**config.mk**
```make
export PLATFORM = sky130hd
export DESIGN_NAME = motor_arm_and_throttle_ramp_flat
export DESIGN_NICKNAME = d
export VERILOG_FILES = /design/src/hw/rtl/mat_pkg.sv /design/src/hw/rtl/mat_if.sv /design/src/hw/rtl/mat_cfg_regs.sv /design/src/hw/rtl/motor_arm_and_throttle_ramp.sv /design/src/flat_wrapper.sv
export SDC_FILE = /design/constraint.sdc
export NUM_CORES = 1
export LEC_CHECK = 0
export BUFFER_PORTS_ARGS = -buffer_cell sky130_fd_sc_hd__buf_2
export CAP_MARGIN = 20
export CELL_PAD_IN_SITES_DETAIL_PLACEMENT = 1
export CELL_PAD_IN_SITES_GLOBAL_PLACEMENT = 2
export CORE_MARGIN = 1
export CORE_UTILIZATION = 40
export CTS_CLUSTER_DIAMETER = 120
export CTS_CLUSTER_SIZE = 10
export DETAILED_ROUTE_END_ITERATION = 12
export GPL_TIMING_DRIVEN = 0
export PLACE_DENSITY_LB_ADDON = 0.1
export SLEW_MARGIN = 10
export SYNTH_ARGS = -nofsm -noshare
export SYNTH_HDL_FRONTEND = slang
export SYNTH_SLANG_ARGS = --single-unit
```
**constraint.sdc**
```tcl
create_clock -name clk -period 10.65 [get_ports clk]
set_input_delay 0 -clock clk [delete_from_list [all_inputs] [get_ports clk]]
set_output_delay 0 -clock clk [all_outputs]
set_load 0.01 [all_outputs]
```
**src/hw/rtl/mat_pkg.sv**
```systemverilog
// Package: types, widths and constants of the motor arm and throttle ramp block.
`timescale 1ns / 1ps
package mat_pkg;

	localparam int FRAC_BITS = 16;

	localparam int PULSE_W  = 12;
	localparam int ALT_W    = 21;
	localparam int TIME_W   = 32;
	localparam int STEP_W   = 24;
	localparam int DT_W     = 16;
	localparam int MODE_W   = 2;
	localparam int THR_W    = PULSE_W + FRAC_BITS;
	localparam int PROD_W   = STEP_W + DT_W;
	localparam int SUM_W    = ((PROD_W > THR_W) ? PROD_W : THR_W) + 1;

	localparam int APB_DW   = 32;
	localparam int APB_AW   = 5;
	localparam int REG_IDX_W = 3;

	// register indexes (byte address / 4)
	localparam logic [REG_IDX_W-1:0] REG_PULSE_OFF = 3'd0;
	localparam logic [REG_IDX_W-1:0] REG_PULSE_RUN = 3'd1;
	localparam logic [REG_IDX_W-1:0] REG_ALT_TRIG  = 3'd2;
	localparam logic [REG_IDX_W-1:0] REG_RAMP_STEP = 3'd3;
	localparam logic [REG_IDX_W-1:0] REG_MAX_DT    = 3'd4;

	// reset values
	localparam logic [PULSE_W-1:0] PULSE_OFF_RST = 12'd1000;
	localparam logic [PULSE_W-1:0] PULSE_RUN_RST = 12'd2000;
	localparam logic [ALT_W-1:0]   ALT_TRIG_RST  = 21'd5000;
	localparam logic [STEP_W-1:0]  RAMP_STEP_RST = 24'd131072;
	localparam logic [DT_W-1:0]    MAX_DT_RST    = 16'd100;

	typedef enum logic [MODE_W-1:0] {
		MODE_DISARMED  = 2'd0,
		MODE_ARMED     = 2'd1,
		MODE_MOTORS_ON = 2'd2
	} mode_t;

	typedef struct packed {
		logic [PULSE_W-1:0] pulse_off_us;
		logic [PULSE_W-1:0] pulse_run_us;
		logic [ALT_W-1:0]   alt_trigger_dm;
		logic [STEP_W-1:0]  ramp_step_q16;
		logic [DT_W-1:0]    max_dt_ms;
	} cfg_t;

endpackage

```
**src/hw/rtl/mat_if.sv**
```systemverilog
// Interfaces: control tick input channel and result output channel.
`timescale 1ns / 1ps
interface mat_tick_if import mat_pkg::*; ();
	logic                     valid;
	logic                     ready;
	logic                     arm_request;
	logic                     attitude_level;
	logic                     is_descending;
	logic signed [ALT_W-1:0]  altitude_dm;
	logic        [TIME_W-1:0] time_ms;

	modport source (output valid, arm_request, attitude_level, is_descending, altitude_dm,
		time_ms, input ready);
	modport sink (input valid, arm_request, attitude_level, is_descending, altitude_dm,
		time_ms, output ready);
endinterface

interface mat_result_if import mat_pkg::*; ();
	logic               valid;
	logic               ready;
	logic [PULSE_W-1:0] pulse_us;
	logic [MODE_W-1:0]  mode;

	modport source (output valid, pulse_us, mode, input ready);
	modport sink (input valid, pulse_us, mode, output ready);
endinterface

```
**src/hw/rtl/mat_cfg_regs.sv**
```systemverilog
// APB-style configuration register file of the motor arm and throttle ramp block.
`timescale 1ns / 1ps
module mat_cfg_regs import mat_pkg::*; (
	input  logic              clk,
	input  logic              arst_n,
	input  logic              psel,
	input  logic              penable,
	input  logic              pwrite,
	input  logic [APB_AW-1:0] paddr,
	input  logic [APB_DW-1:0] pwdata,
	output logic [APB_DW-1:0] prdata,
	output logic              pready,
	output cfg_t              cfg
);

	cfg_t                 cfg_q;
	logic                 wr_en;
	logic [REG_IDX_W-1:0] idx;

	assign pready = 1'b1;
	assign idx    = paddr[APB_AW-1:2];
	assign wr_en  = psel && penable && pwrite && pready;
	assign cfg    = cfg_q;

	always_ff @(posedge clk or negedge arst_n) begin
		if (!arst_n) begin
			cfg_q.pulse_off_us   <= PULSE_OFF_RST;
			cfg_q.pulse_run_us   <= PULSE_RUN_RST;
			cfg_q.alt_trigger_dm <= ALT_TRIG_RST;
			cfg_q.ramp_step_q16  <= RAMP_STEP_RST;
			cfg_q.max_dt_ms      <= MAX_DT_RST;
		end else if (wr_en) begin
			case (idx)
				REG_PULSE_OFF: cfg_q.pulse_off_us   <= pwdata[PULSE_W-1:0];
				REG_PULSE_RUN: cfg_q.pulse_run_us   <= pwdata[PULSE_W-1:0];
				REG_ALT_TRIG:  cfg_q.alt_trigger_dm <= pwdata[ALT_W-1:0];
				REG_RAMP_STEP: cfg_q.ramp_step_q16  <= pwdata[STEP_W-1:0];
				REG_MAX_DT:    cfg_q.max_dt_ms      <= pwdata[DT_W-1:0];
				default: ;
			endcase
		end
	end

	always_comb begin
		case (idx)
			REG_PULSE_OFF: prdata = {{(APB_DW-PULSE_W){1'b0}}, cfg_q.pulse_off_us};
			REG_PULSE_RUN: prdata = {{(APB_DW-PULSE_W){1'b0}}, cfg_q.pulse_run_us};
			REG_ALT_TRIG:  prdata = {{(APB_DW-ALT_W){cfg_q.alt_trigger_dm[ALT_W-1]}},
				cfg_q.alt_trigger_dm};
			REG_RAMP_STEP: prdata = {{(APB_DW-STEP_W){1'b0}}, cfg_q.ramp_step_q16};
			REG_MAX_DT:    prdata = {{(APB_DW-DT_W){1'b0}}, cfg_q.max_dt_ms};
			default:       prdata = '0;
		endcase
	end

endmodule

```
**src/hw/rtl/motor_arm_and_throttle_ramp.sv**
```systemverilog
// Top level: motor arm state machine and fixed-point throttle ramp.
`timescale 1ns / 1ps
// One control tick per transaction on tick, one result transaction on result per tick, in
// order. Throughput is one tick per clock while the result is not stalled; an accepted tick
// is held in stage one and moves on to the output register once that is free. Stage
// one, at acceptance, forms the clamped elapsed time against the stored
// stamp; the commit stage does the 24x16 step-times-elapsed multiply, the add to the
// throttle and the saturation compare against the run pulse, and updates mode and throttle.
// Throttle is Q(12.FRAC_BITS) microseconds; pulse_us is its integer part. A stalled result
// holds in the output register while one more tick waits in stage one. Registers are at
// byte addresses 0 (off pulse), 4 (run pulse), 8 (trigger altitude, signed), 12 (ramp step)
// and 16 (elapsed clamp); write them only while no tick is in flight. No clearing pass.
module motor_arm_and_throttle_ramp import mat_pkg::*; (
	input  logic              clk,
	input  logic              arst_n,
	mat_tick_if.sink          tick,
	mat_result_if.source      result,
	input  logic              psel,
	input  logic              penable,
	input  logic              pwrite,
	input  logic [APB_AW-1:0] paddr,
	input  logic [APB_DW-1:0] pwdata,
	output logic [APB_DW-1:0] prdata,
	output logic              pready
);

	cfg_t cfg;

	mat_cfg_regs u_cfg (
		.clk     (clk),
		.arst_n  (arst_n),
		.psel    (psel),
		.penable (penable),
		.pwrite  (pwrite),
		.paddr   (paddr),
		.pwdata  (pwdata),
		.prdata  (prdata),
		.pready  (pready),
		.cfg     (cfg)
	);

	// ---- stage one: capture tick, elapsed time ----
	logic              accept;
	logic              advance;
	logic [TIME_W-1:0] last_time_q;
	logic [TIME_W-1:0] diff;
	logic [DT_W-1:0]   dt;

	logic              valid_s1;
	logic              arm_s1;
	logic              level_s1;
	logic              desc_s1;
	logic [ALT_W-1:0]  alt_s1;
	logic [DT_W-1:0]   dt_s1;

	assign accept     = tick.valid && tick.ready;
	assign advance    = valid_s1 && (!result.valid || result.ready);
	assign tick.ready = !valid_s1 || advance;

	// stamp wraps modulo 2^32; zero stored stamp means no elapsed time
	assign diff = tick.time_ms - last_time_q;
	always_comb begin
		if (last_time_q == '0)
			dt = '0;
		else if (diff > {{(TIME_W-DT_W){1'b0}}, cfg.max_dt_ms})
			dt = cfg.max_dt_ms;
		else
			dt = diff[DT_W-1:0];
	end

	always_ff @(posedge clk or negedge arst_n) begin
		if (!arst_n) begin
			last_time_q <= '0;
			valid_s1    <= 1'b0;
		end else begin
			if (accept)
				last_time_q <= tick.time_ms;
			if (accept)
				valid_s1 <= 1'b1;
			else if (advance)
				valid_s1 <= 1'b0;
		end
	end

	always_ff @(posedge clk) begin
		if (accept) begin
			arm_s1   <= tick.arm_request;
			level_s1 <= tick.attitude_level;
			desc_s1  <= tick.is_descending;
			alt_s1   <= tick.altitude_dm;
			dt_s1    <= dt;
		end
	end

	// ---- commit stage: mode and throttle ----
	mode_t              mode_q;
	mode_t              mode_d;
	logic [THR_W-1:0]   throttle_q;
	logic [THR_W-1:0]   throttle_d;
	logic [THR_W-1:0]   off_fix;
	logic [THR_W-1:0]   target;
	logic [PROD_W-1:0]  prod;
	logic [SUM_W-1:0]   sum;
	logic               trigger;

	assign off_fix = {cfg.pulse_off_us, {FRAC_BITS{1'b0}}};
	assign target  = {cfg.pulse_run_us, {FRAC_BITS{1'b0}}};
	assign prod    = cfg.ramp_step_q16 * dt_s1;
	assign sum     = {{(SUM_W-THR_W){1'b0}}, throttle_q} + {{(SUM_W-PROD_W){1'b0}}, prod};
	assign trigger = level_s1 && desc_s1 && ($signed(alt_s1) <= $signed(cfg.alt_trigger_dm));

	// next mode
	always_comb begin
		if (!arm_s1) begin
			mode_d = MODE_DISARMED;
		end else begin
			case (mode_q)
				MODE_DISARMED: mode_d = MODE_ARMED;
				MODE_ARMED:    mode_d = trigger ? MODE_MOTORS_ON : MODE_ARMED;
				default:       mode_d = mode_q;
			endcase
		end
	end

	// throttle update
	always_comb begin
		throttle_d = throttle_q;
		if (!arm_s1) begin
			throttle_d = off_fix;
		end else begin
			case (mode_q)
				MODE_DISARMED: throttle_d = off_fix;
				MODE_ARMED:    throttle_d = throttle_q;
				default: begin
					// ramp only while level and below target, never lowered
					if (level_s1 && (throttle_q < target)) begin
						if (sum > {{(SUM_W-THR_W){1'b0}}, target})
							throttle_d = target;
						else
							throttle_d = sum[THR_W-1:0];
					end
				end
			endcase
		end
	end

	// ---- result register ----
	logic               out_valid_q;
	logic [PULSE_W-1:0] pulse_q;
	mode_t              mode_out_q;

	always_ff @(posedge clk or negedge arst_n) begin
		if (!arst_n) begin
			mode_q      <= MODE_DISARMED;
			throttle_q  <= {PULSE_OFF_RST, {FRAC_BITS{1'b0}}};
			out_valid_q <= 1'b0;
		end else begin
			if (advance) begin
				mode_q     <= mode_d;
				throttle_q <= throttle_d;
			end
			if (advance)
				out_valid_q <= 1'b1;
			else if (result.ready)
				out_valid_q <= 1'b0;
		end
	end

	always_ff @(posedge clk) begin
		if (advance) begin
			pulse_q    <= throttle_d[THR_W-1:FRAC_BITS];
			mode_out_q <= mode_d;
		end
	end

	assign result.valid    = out_valid_q;
	assign result.pulse_us = pulse_q;
	assign result.mode     = mode_out_q;

endmodule

```
**src/flat_wrapper.sv**
```systemverilog
// flat-port wrapper written by rule: the top's interface ports become plain ports
module motor_arm_and_throttle_ramp_flat import mat_pkg::*;
  (clk, arst_n, psel, penable, pwrite, paddr, pwdata, prdata, pready, tick_valid, tick_arm_request, tick_attitude_level, tick_is_descending, tick_altitude_dm, tick_time_ms, tick_ready, result_valid, result_pulse_us, result_mode, result_ready);
  mat_tick_if tick_i ();
  mat_result_if result_i ();
  input  logic clk;
  input  logic arst_n;
  input  logic psel;
  input  logic penable;
  input  logic pwrite;
  input  logic [APB_AW-1:0] paddr;
  input  logic [APB_DW-1:0] pwdata;
  output logic [APB_DW-1:0] prdata;
  output logic pready;
  input wire logic [$bits(tick_i.valid)-1:0] tick_valid;
  input wire logic [$bits(tick_i.arm_request)-1:0] tick_arm_request;
  input wire logic [$bits(tick_i.attitude_level)-1:0] tick_attitude_level;
  input wire logic [$bits(tick_i.is_descending)-1:0] tick_is_descending;
  input wire logic [$bits(tick_i.altitude_dm)-1:0] tick_altitude_dm;
  input wire logic [$bits(tick_i.time_ms)-1:0] tick_time_ms;
  output wire logic [$bits(tick_i.ready)-1:0] tick_ready;
  output wire logic [$bits(result_i.valid)-1:0] result_valid;
  output wire logic [$bits(result_i.pulse_us)-1:0] result_pulse_us;
  output wire logic [$bits(result_i.mode)-1:0] result_mode;
  input wire logic [$bits(result_i.ready)-1:0] result_ready;
  assign tick_i.valid = tick_valid;
  assign tick_i.arm_request = tick_arm_request;
  assign tick_i.attitude_level = tick_attitude_level;
  assign tick_i.is_descending = tick_is_descending;
  assign tick_i.altitude_dm = tick_altitude_dm;
  assign tick_i.time_ms = tick_time_ms;
  assign tick_ready = tick_i.ready;
  assign result_valid = result_i.valid;
  assign result_pulse_us = result_i.pulse_us;
  assign result_mode = result_i.mode;
  assign result_i.ready = result_ready;
  motor_arm_and_throttle_ramp u_core (.clk(clk), .arst_n(arst_n), .tick(tick_i), .result(result_i), .psel(psel), .penable(penable), .pwrite(pwrite), .paddr(paddr), .pwdata(pwdata), .prdata(prdata), .pready(pready));
endmodule
```
Word-level counts from Yosys, hierarchy flattened
Cells that the tools add are included. W data, S select, Z words.

Register bits after elaboration: 203. Bits of input ports: 100. Output and inout port bits: 49. Word-level logic and storage cells: 67.

Add/subtract/negate cells: 2. Multiply operators: 1. $lt $le $gt $ge: 4. Equal/unequal tests: 7. Muxes and demuxes: 13. Reductions and logical operators: 22.

Operators by type and width (count): $pmux W32 S5 (1); $mux W28 (3); $pmux W28 S2 (1); $add A28 B40 Y41 (1); $gt A41 B28 Y1 (1); $mul A24 B16 Y40 (1); $gt A32 B16 Y1 (1); $logic_not A32 Y1 (1); $sub A32 B32 Y32 (1); $lt A28 B28 Y1 (1); $le A21 B21 Y1 (1); $mux W16 (1); $reduce_and A2 Y1 (5); $logic_and A1 B1 Y1 (7); $eq A3 B2 Y1 const B (2); $mux W1 (4); $mux W2 (2); $pmux W2 S2 (1); $reduce_bool A2 Y1 (2); $eq A3 B1 Y1 const B (1); $eq A3 B3 Y1 const B (1); $logic_not A3 Y1 (1); $ne A3 B3 Y1 const B (1); $reduce_and A3 Y1 (1); other kinds (5) (7).

Logic depth before layout (Yosys ltp)
Depth in word-level cells: 7. Mapped depth: 38. Gate-level depth less buffers: 35.

Cells and area by module
Synthesis repeated with hierarchy kept, for this count alone.

Cell total of the unflattened synthesis: 2790. Area total of the unflattened synthesis: 25809.8 sq um.

Modules (own cells, without submodules): motor_arm_and_throttle_ramp (times used 1, cells each 2500, area each 21775.9 sq um); mat_cfg_regs (times used 1, cells each 290, area each 4033.9 sq um).

Worst setup path before layout
OpenSTA, ideal clock, no wires.

Kind: reg2reg. Start: register u_core.dt_s1[5]. End: register u_core.pulse_q[10] (netlist: u_core.result.pulse_us[10]), data pin. Arrival: 8177 ps. Slack: 2208 ps. Cell stages (with the launch flop): 38. Buffers on the path: 4. Period minus slack after synthesis: 8442 ps. Cells stage by stage: edfxtp_1 -> clkbuf_1 -> and2_1 -> fa_1 -> inv_1 -> fa_1 -> fa_1 -> fa_1 -> inv_1 -> fa_1 -> inv_1 -> fa_1 -> inv_1 -> ha_1 -> buf_2 -> inv_1 -> o21bai_1 -> a21oi_1 -> [2 not listed] -> a21o_1 -> a21o_1 -> or4_1 -> nand3_1 -> ha_1 -> nand2_1 -> nor4_1 -> nand2_1 -> nor3_1 -> o2111ai_1 -> a2111oi_4 -> o221ai_2 -> a211oi_1 -> nor4b_2 -> buf_6 -> buf_12 -> mux2i_1 -> o21ai_1.

Longest elaborated chain between the ends: 7.

RTL lines: start, declared (line motor_arm_and_throttle_ramp.sv:54) `logic [DT_W-1:0] dt_s1;`; start signal, assigned (line motor_arm_and_throttle_ramp.sv:91) `dt_s1 <= dt;`; $mul A24 B16 Y40 * (line motor_arm_and_throttle_ramp.sv:108) `assign prod = cfg.ramp_step_q16 * dt_s1;`; $add A28 B40 Y41 * (line motor_arm_and_throttle_ramp.sv:109) `assign sum = {{(SUM_W-THR_W){1'b0}}, throttle_q} + {{(SUM_W-PROD_W){1'b0}}, prod};`; $gt A41 B28 Y1 (line motor_arm_and_throttle_ramp.sv:137) `if (sum > {{(SUM_W-THR_W){1'b0}}, target})`; $mux W28 * (line motor_arm_and_throttle_ramp.sv:137); $mux W28 * (line motor_arm_and_throttle_ramp.sv:136) `if (level_s1 && (throttle_q < target)) begin`; $pmux W28 S2 * (line motor_arm_and_throttle_ramp.sv:131) `case (mode_q)`; $mux W28 * (line motor_arm_and_throttle_ramp.sv:128) `if (!arm_s1) begin`; named net u_core.throttle_d[26] (line motor_arm_and_throttle_ramp.sv:99) `logic [THR_W-1:0] throttle_d;`; end signal, assigned (line motor_arm_and_throttle_ramp.sv:171) `pulse_q <= throttle_d[THR_W-1:FRAC_BITS];`; end, declared (line motor_arm_and_throttle_ramp.sv:149) `logic [PULSE_W-1:0] pulse_q;`.

Mark *: on every way through the listed nets, which the timed path passes. The rest lies on a longest branch. The select of a mux whose other input is x is not followed. A chain may end at the register's enable or synchronous reset.

Worst setup path after layout
Start: register u_core.dt_s1[4]. End: register u_core.pulse_q[1] (netlist: u_core.result.pulse_us[1]), data pin.

Same word-level chain as after synthesis.

==> impl_metrics.tcl <==
set metrics [dict create \
    clock.fmax_mhz 97.3 \
    startpoint_type "flop" \
    status "finished, final reports clean" \
    die_width_microns 256 \
    dpl_cell_area_sq_mm 0.0275 \
    endpoint_kind "flop" \
    totalWireLength_mm 93.0 \
    synthArstFlopShare 0.734 \
    via_per_inst 5.37 \
    hold_viol 0 \
    critPathMaxFanout 10 \
    grt_pass1_wl_mm 145 \
    syn-mean-instance-area_sq_um 8.99 \
    setup_viol 0 \
    drc 0 \
    nNetsFinal 3755 \
    grt_max_degree 95 \
    initial_core_util 0.406 \
    dr.pass1.iters 5 \
    die_area_sq_mm 0.0653 \
    relSlewSlack 0.423 \
    synth_largest_area_cell "fa_1" \
    final.setup.tns_ns 0 \
    max_stage_delay_ns 0.58 \
    drtIter0Drc 1259 \
    synth_area_sq_mm 0.0257 \
    antenna_left 0 \
    rsz0062_at_grt "false" \
    root_buffer "clkbuf_16" \
    grt_overflow 0 \
    ys_seq_area_frac 0.209 \
    cap_violations 0 \
    cts.sinks 203 \
    clkLatencyLatePin_ns 0.57 \
    syn_to_final_growth_pct 13.9 \
    required_ns 10.90 \
    cts.reportedPaths.clkPinSlew_ns 0.06 \
    drive_above_1_share 0.114 \
    cp.arrival_ns 10.53 \
    path_common_cell "fa_1" \
    vias 21400 \
    htreeDepth 1 \
    wire_per_inst_microns 23.4 \
    grt_pass1_vias 23500 \
    ys_seq_elements 203 \
    cts_buffers 24 \
    syn_inst 2862 \
    ys_top_cells_by_area "fa_1 (26%), dfrtp_1 (12%), ha_1 (10%), inv_1 (7.9%), edfxtp_1 (6.3%)" \
    yosysTopAreaCellShare 0.262 \
    period_needed_ns 10.28 \
    finalWeightedCongestion 0.908 \
    fp-row-count 92 \
    yosysWarnings 0 \
    dieHeight_microns 256 \
    io_buffers 136 \
    hp-class "primary input to flop" \
    stdcell_area_sq_mm 0.0293 \
    skew_ns 0.0397 \
    synth-main-ff-cell "dfrtp_1" \
    synthDistinctLibCells 86 \
    drv_slew 0 \
    netlist_top_cells_count "inv_1 (540), nand2_1 (396), fa_1 (336), ha_1 (209), and2_1 (154)" \
    io_pins 149 \
    finalCritPeriodShare 0.965 \
    crit_slowest_cell "fa_1" \
    coreArea_sq_mm 0.0633 \
    dp_hpwl_mm 77.6 \
    worst_pin_slew_ns 0.863 \
    antenna_found_initial 5 \
    crit_type "flop to flop" \
    track_usage 0.291 \
    synth_nets 3507 \
    synth.most_common_cell "inv_1" \
    synth_edf_count 54 \
    clockBufferDepth 3 \
    cts_tree "yes" \
]
[final timing paths]
kind,start,end,slack (ns),cells after the start
max,u_core.dt_s1[4],u_core.result.pulse_us[1],0.37,31
max reg2reg,u_core.dt_s1[4],u_core.result.pulse_us[1],0.37,31
max in group asynchronous,arst_n,u_core.u_cfg.cfg[37],9.23,4
min in group asynchronous,arst_n,u_core.u_cfg.cfg[38],0.53,3
min reg2reg,u_core.throttle_q[2],u_core.throttle_q[2],0.51,2
min,pwrite,u_core.u_cfg.cfg[64],0.10,5
[sequential cells by signal (all words and copies together), names as in the netlist]
name and cells:
u_core.arm_s1 1, u_core.result.valid 1, u_core.dt_s1 16, u_core.result.pulse_us 12
u_core.valid_s1 1, u_core.result.mode 2, u_core.desc_s1 1, u_core.level_s1 1
u_core.mode_q 2, u_core.throttle_q 28, u_core.u_cfg.cfg 85, u_core.last_time_q 32
u_core.alt_s1 21
[stage by stage]
step	worst slack (ns)	hold WS, ns	util	std cells
2_1_floorplan	2.21	-0.296	-	2862
3_3_place_gp	-1.10	0.177	0.434	3844
3_5_place_dp	-0.994	-0.0287	0.435	3847
4_1_cts	0.000512	0.0536	0.461	3971
5_1_grt	0.00547	0.0801	0.463	3974
6_report	0.371	0.103	0.463	3975
[kinds of logic after synthesis]
logic type / synth area share
buf+inv: 0.102
fa+ha+maj: 0.363
simple gates: 0.150
flops: 0.209
compound gates: 0.119
other cells: 0.000146
mux: 0.0417
xor+xnor: 0.0150
[critical path: cells and delay by family (launching register included)]
family / cells / cell delay [ns]
mux: 1 / 0.36
simple gates: 7 / 1.57
flops: 1 / 0.54
buf+inv: 7 / 1.00
xor+xnor: 1 / 0.34
fa+ha+maj: 8 / 3.87
compound gates: 7 / 2.29
[routing by layer]
metal,wire length (microns),track usage
met1,41600,0.396
met2,45100,0.493
met3,3260,0.0225
met4,3000,0.0888
met5,8,0
[what timing repair did]
| action | 4_1_cts | 5_1_grt |
|---|---|---|
| pin swaps | 0 | 1 |
| cloned | 0 | 0 |
| endpoints found under the hold margin | 267 | 0 |
| buffers inserted | 3 | 5 |
| hold buffers | 86 | 0 |
| setup endpoints to repair | 40 | 38 |
| resized for setup | 40 | 57 |
[cell usage in the layout (no fill, tap or decap), drive strengths merged, types with 31 or more instances in the layout]
| master | n |
|---|---|
| mux2 | 41 |
| clkbuf | 142 |
| o21ai | 151 |
| dlygate4sd3 | 86 |
| ha | 209 |
| mux2i | 61 |
| fa | 336 |
| buf | 172 |
| nand3 | 31 |
| nor2 | 94 |
| dfrtp | 122 |
| and2 | 154 |
| a21oi | 112 |
| nand2 | 397 |
| edfxtp | 54 |
| inv | 541 |
| a21o | 36 |
[area by class of cell]
cell class / count / area [sq um]
Tap cell: 846 / 1060
Clock inverter: 2 / 38.8
Inverter: 541 / 2030
Buffer: 125 / 608
Timing Repair Buffer: 233 / 1690
Sequential cell: 203 / 5410
Antenna cell: 1 / 2.50
Fill cell: 7436 / 34000
Clock buffer: 42 / 668
Multi-Input combinational cell: 1982 / 17800
Power is left out: the tool's default activity adds up to more than one toggle a clock period on the data nets, which glitch-free logic cannot reach.
